--- config.mk ---
export PLATFORM = sky130hd
export DESIGN_NAME = fw3d_ctrl
export DESIGN_NICKNAME = d
export VERILOG_FILES = /design/src/hdl/fw3d_pkg.sv /design/src/hdl/fw3d_ctrl.sv
export SDC_FILE = /design/constraint.sdc
export NUM_CORES = 1
export LEC_CHECK = 0
export BUFFER_PORTS_ARGS = -buffer_cell sky130_fd_sc_hd__buf_2
export CORE_AREA = 2 2 39 41
export DETAILED_ROUTE_END_ITERATION = 6
export DIE_AREA = 0 0 41 43
export SLEW_MARGIN = 20
export SYNTH_ARGS = -nofsm -noshare
export SYNTH_HDL_FRONTEND = slang
export SYNTH_SLANG_ARGS = --single-unit
--- constraint.sdc ---
create_clock -name clk -period 1.52 [get_ports clk]
set_input_delay 0.304 -clock clk [delete_from_list [all_inputs] [get_ports clk]]
set_output_delay 0.304 -clock clk [all_outputs]
set_load 0.02 [all_outputs]
--- src/hdl/fw3d_pkg.sv ---
`timescale 1ns / 1ps
// ----------------------------------------------------------------------------
// fw3d_pkg - shared types and constants of the 3D Fenwick tree block
// Controller states, command and status bundles, field widths and codes.
// ----------------------------------------------------------------------------
package fw3d_pkg;

	localparam int SIDE_DEF    = 64;   // default cells per axis of storage
	localparam int COORD_W     = 6;    // width of each coordinate field
	localparam int GSIDE_W     = 7;    // width of the grid side register
	localparam int DATA_W      = 32;   // width of partial sums and results
	localparam logic [GSIDE_W-1:0] GSIDE_RESET = 7'd64;

	// request function codes
	localparam logic FUNC_ADD   = 1'b0;
	localparam logic FUNC_QUERY = 1'b1;

	typedef enum logic [2:0] {
		ST_CLEAR,
		ST_IDLE,
		ST_U_LOAD,
		ST_U_RD,
		ST_U_WR,
		ST_Q_LOAD,
		ST_Q_WALK,
		ST_Q_DONE
	} fw3d_state_t;

	// controller to datapath
	typedef struct packed {
		logic capture;      // latch request fields, reset accumulator and corner
		logic clr_step;     // write zero at the clearing address and advance
		logic load_upd;     // load walk indices from the update point
		logic load_corner;  // load walk indices from the current corner
		logic corner_next;  // advance to the next prefix corner
		logic step;         // advance the walk indices
		logic rd_upd;       // read the cell for read-modify-write
		logic wr_upd;       // write back cell plus delta
		logic q_read;       // read the cell into the accumulator
		logic res_load;     // move the accumulator into the result register
	} fw3d_cmd_t;

	// datapath to controller
	typedef struct packed {
		logic req_query;    // function of the request on the input channel
		logic clr_last;     // clearing pass is at its final address
		logic upd_skip;     // update point lies outside the grid
		logic corner_skip;  // current corner has a negative bound
		logic corner_last;  // current corner is the eighth
		logic walk_last;    // walk indices are at the final cell
		logic out_free;     // result register can take a new value
	} fw3d_status_t;

endpackage

--- src/hdl/fw3d_ctrl.sv ---
`timescale 1ns / 1ps
// ----------------------------------------------------------------------------
// fw3d_ctrl - sequencer of the 3D Fenwick tree block
// Runs the clearing pass, the update read-modify-write walk and the
// eight-corner query walk, and hands the result to the output register.
// ----------------------------------------------------------------------------
module fw3d_ctrl (
	input  logic                   clk,
	input  logic                   arst_n,
	input  logic                   req_valid,
	output logic                   req_ready,
	input  fw3d_pkg::fw3d_status_t st,
	output fw3d_pkg::fw3d_cmd_t    cmd
);

	fw3d_pkg::fw3d_state_t state_q, state_nxt;

	// state register
	always_ff @(posedge clk or negedge arst_n) begin
		if (!arst_n) begin
			state_q <= fw3d_pkg::ST_CLEAR;
		end else begin
			state_q <= state_nxt;
		end
	end

	// next state and commands
	always_comb begin
		state_nxt = state_q;
		cmd       = '0;
		req_ready = 1'b0;
		case (state_q)
			fw3d_pkg::ST_CLEAR: begin
				cmd.clr_step = 1'b1;
				if (st.clr_last) begin
					state_nxt = fw3d_pkg::ST_IDLE;
				end
			end
			fw3d_pkg::ST_IDLE: begin
				req_ready = 1'b1;
				if (req_valid) begin
					cmd.capture = 1'b1;
					state_nxt   = (st.req_query == fw3d_pkg::FUNC_QUERY) ?
						fw3d_pkg::ST_Q_LOAD : fw3d_pkg::ST_U_LOAD;
				end
			end
			fw3d_pkg::ST_U_LOAD: begin
				if (st.upd_skip) begin
					state_nxt = fw3d_pkg::ST_IDLE;
				end else begin
					cmd.load_upd = 1'b1;
					state_nxt    = fw3d_pkg::ST_U_RD;
				end
			end
			fw3d_pkg::ST_U_RD: begin
				cmd.rd_upd = 1'b1;
				state_nxt  = fw3d_pkg::ST_U_WR;
			end
			fw3d_pkg::ST_U_WR: begin
				cmd.wr_upd = 1'b1;
				cmd.step   = 1'b1;
				state_nxt  = st.walk_last ? fw3d_pkg::ST_IDLE : fw3d_pkg::ST_U_RD;
			end
			fw3d_pkg::ST_Q_LOAD: begin
				if (st.corner_skip) begin
					cmd.corner_next = 1'b1;
					if (st.corner_last) begin
						state_nxt = fw3d_pkg::ST_Q_DONE;
					end
				end else begin
					cmd.load_corner = 1'b1;
					state_nxt       = fw3d_pkg::ST_Q_WALK;
				end
			end
			fw3d_pkg::ST_Q_WALK: begin
				cmd.q_read = 1'b1;
				cmd.step   = 1'b1;
				if (st.walk_last) begin
					cmd.corner_next = 1'b1;
					state_nxt       = st.corner_last ? fw3d_pkg::ST_Q_DONE :
						fw3d_pkg::ST_Q_LOAD;
				end
			end
			fw3d_pkg::ST_Q_DONE: begin
				if (st.out_free) begin
					cmd.res_load = 1'b1;
					state_nxt    = fw3d_pkg::ST_IDLE;
				end
			end
			default: begin
				state_nxt = fw3d_pkg::ST_IDLE;
			end
		endcase
	end

	// no request is taken before the storage has been cleared
	a_no_req_in_clear: assert property (@(posedge clk) disable iff (!arst_n)
		(state_q == fw3d_pkg::ST_CLEAR) |-> !cmd.capture)
		else $error("request taken during clearing pass");

	// a result is loaded only after a query state
	a_walk_to_done: assert property (@(posedge clk) disable iff (!arst_n)
		(cmd.res_load) |-> ($past(state_q) == fw3d_pkg::ST_Q_DONE ||
		$past(state_q) == fw3d_pkg::ST_Q_WALK || $past(state_q) == fw3d_pkg::ST_Q_LOAD))
		else $error("result loaded outside a query");

endmodule

==> flow_metrics.tcl <==
set metrics [dict create \
    critPathCaptureType "output pin" \
    path_class "reg -> out" \
    cp.depth 4 \
    hold_viol_final 0 \
    fp.coreArea_sq_um 1380 \
    placed_cell_area_sq_um 482 \
    start_kind "register" \
    p_int_mw 0.733 \
    crit_chain "buf_6 > inv_6 > and3_1 > buf_6" \
    ys_seq_area_frac 0.212 \
    largest_register_ff_count 3 \
    tightest_slew_ns 0.310 \
    cts-root-buf "clkbuf_4" \
    design_area_sq_um 611 \
    io_pins 21 \
    synth_cell_types 25 \
    path_buf_inv 3 \
    crit_slowest_cell "dfrtp_1" \
    power_switching_mw 0.689 \
    yosysWarnings 0 \
    viasPerCell 4.81 \
    max_stage_delay_ns 0.42 \
    syn_area_sq_um 354 \
    cp-endpoint "cmd[9]" \
    power_leakage_nw 0.302 \
    rows 14 \
    n_fill_cell 149 \
    cap_violations 0 \
    drive_above_1_share 0.595 \
    power.density_nw_per_um2 2330 \
    synthCells 46 \
    regToRegSetupSlack_ns 0.11 \
    drt-wirelength-per-cell_um 11.8 \
    clkPwrFrac 0.104 \
    n_antenna_cell 0 \
    r2r_end "state_q[0]$_DFFE_PN0P_" \
    antenna_found_initial 0 \
    grt_max_degree 10 \
    synth-seq-cells 3 \
    worstPathMaxFanout 9 \
    top_regs "state_q: 3 flops" \
    multi_input_area_sq_um 279 \
    layout_commonest_cell "buf_2" \
    area_delta_synth_final_pct 72.4 \
    grt_pass1_wl_um 1700 \
    cts_tree "built" \
    clock_latency_ns 0.24 \
    drc 0 \
    die_h_um 43 \
    grt_pass1_vias 406 \
    required_ns 1.22 \
    gr-usage-all-layers 0.146 \
    switching_share 0.484 \
    cts_made_buffers 3 \
    dp.final_hpwl_um 751 \
    reg2regPathDepth 5 \
    start_util 0.256 \
    cts.path.max_buffers 2 \
    final-seq-area_sq_um 77.6 \
    relSlewSlack 0.793 \
    layout_common_cells "buf_2, buf_4, nor2_1" \
    wl_um 1060 \
    startpoint "state_q[2]$_DFFE_PN0P_" \
    critPathMostFrequentCell "buf_6" \
    cts.sinks 3 \
    die_width_um 41 \
    io_buffers 20 \
    gp_congestion 0.742 \
    worstReg2RegStart "state_q[0]$_DFFE_PN0P_" \
    worstHoldPathType "in -> async" \
    first_pass_iters 4 \
    top_register "state_q" \
    fin_skew_ns 0.00701 \
    grt-ovfl-total 0 \
    status "finished clean" \
    max_freq_ghz 0.664 \
    max-vdd-ir-drop_mv 0.855 \
    arrival_ns 1.20 \
    ant_nets 0 \
    period_needed_ns 1.51 \
    finish.utilization 0.441 \
    post-route-period-util 0.991 \
    vias 433 \
    htreeDepth 1 \
    synth_nets 56 \
    nets 85 \
    combPwrFrac 0.747 \
    die_area_sq_um 1760 \
    slew_violations 0 \
    seqPwrFrac 0.149 \
    crit_family "flip-flops" \
    rsz0062_at_grt "yes" \
    path_clk_slew_ns 0.04 \
    avgSynthCellArea_sq_um 7.70 \
    first_iter_violations 7 \
    setup_viol 0 \
]
power groups by stage:
stage | clock network (mW) | registers, mW | logic (mW)
floorplan | 0 | 0.153 | 0.697
global placement | 0 | 0.210 | 0.830
detailed placement | 0 | 0.214 | 0.845
CTS | 0.154 | 0.213 | 1.01
global route | 0.164 | 0.223 | 1.15
finish | 0.148 | 0.212 | 1.06
layer usage:
metal	vias up	wire [um]	GRT usage
li1	217	-	-
met1	197	428	0.181
met2	17	539	0.209
met3	2	65	0.0157
met4	0	25	0.127
met5	-	0	0
kinds of logic (layout without fill, tap and decap cells):
kind of cell	Yosys count	count (layout)	share of synthesized area
buf+inv	6	34	0.102
flops	3	3	0.212
mux	4	4	0.127
simple gates	25	25	0.350
xor+xnor	1	1	0.0247
compound gates	7	7	0.184
repair_timing:
item                       in CTS  in global routing
pin swaps                       0                  2
hold endpoints to repair        3                  0
hold buffers                    1                  0
setup endpoints to repair      11                  9
resized for setup              12                  9
buffers inserted                3                  0
area by class of cell:
| class | count | share of cell area |
|---|---|---|
| clock buffers | 4 | 0.0430 |
| inverters | 2 | 0.0205 |
| multi-input cells | 37 | 0.457 |
| flip-flops and latches | 3 | 0.127 |
| well taps | 16 | 0.0328 |
| repair buffers | 28 | 0.320 |
metrics by stage:
step	worst slack (ns)	hold slack, ns	power [mW]	std cells	setup TNS [ns]
2_1_floorplan	0.0506	0.00841	0.850	46	0
3_3_place_gp	0.143	0.101	1.04	82	0
3_5_place_dp	0.114	0.102	1.06	82	0
4_1_cts	-0.00142	0.370	1.38	90	-0.00142
5_1_grt	-0.0501	0.380	1.54	90	-0.214
6_report	0.0135	0.379	1.42	90	0
worst min path at each step:
stage	end	slack, ns	from	cells after the start
after floorplan	state_q[0]$_DFFE_PN0P_	0.008	arst_n	0
after global placement	state_q[2]$_DFFE_PN0P_	0.10	arst_n	1
after detailed placement	state_q[2]$_DFFE_PN0P_	0.10	arst_n	1
after CTS	state_q[0]$_DFFE_PN0P_	0.37	arst_n	2
after global routing	state_q[0]$_DFFE_PN0P_	0.38	arst_n	2
final	state_q[0]$_DFFE_PN0P_	0.38	arst_n	2
cell usage after synthesis:
master | instances | area, sq um
nor2b_4 | 1 | 13.8
a32oi_2 | 1 | 16.3
a2bb2oi_1 | 1 | 8.76
xnor2_1 | 1 | 8.76
o31ai_1 | 2 | 15.0
nand2_1 | 6 | 22.5
nor3_1 | 4 | 20.0
nor2_1 | 7 | 26.3
buf_4 | 1 | 7.51
buf_2 | 2 | 10.0
inv_1 | 1 | 3.75
and3_1 | 1 | 6.26
a21oi_1 | 1 | 5.00
nand2_2 | 1 | 6.26
nor4_1 | 1 | 6.26
buf_6 | 1 | 11.3
mux2_4 | 1 | 15.0
nand2b_1 | 1 | 6.26
a2111oi_2 | 1 | 15.0
nand3_1 | 2 | 10.0
o21ai_0 | 1 | 5.00
inv_2 | 1 | 3.75
mux2i_1 | 3 | 30.0
nor2b_1 | 1 | 6.26
dfrtp_1 | 3 | 75.1
Note: power is estimated with default switching activity, not from simulation.
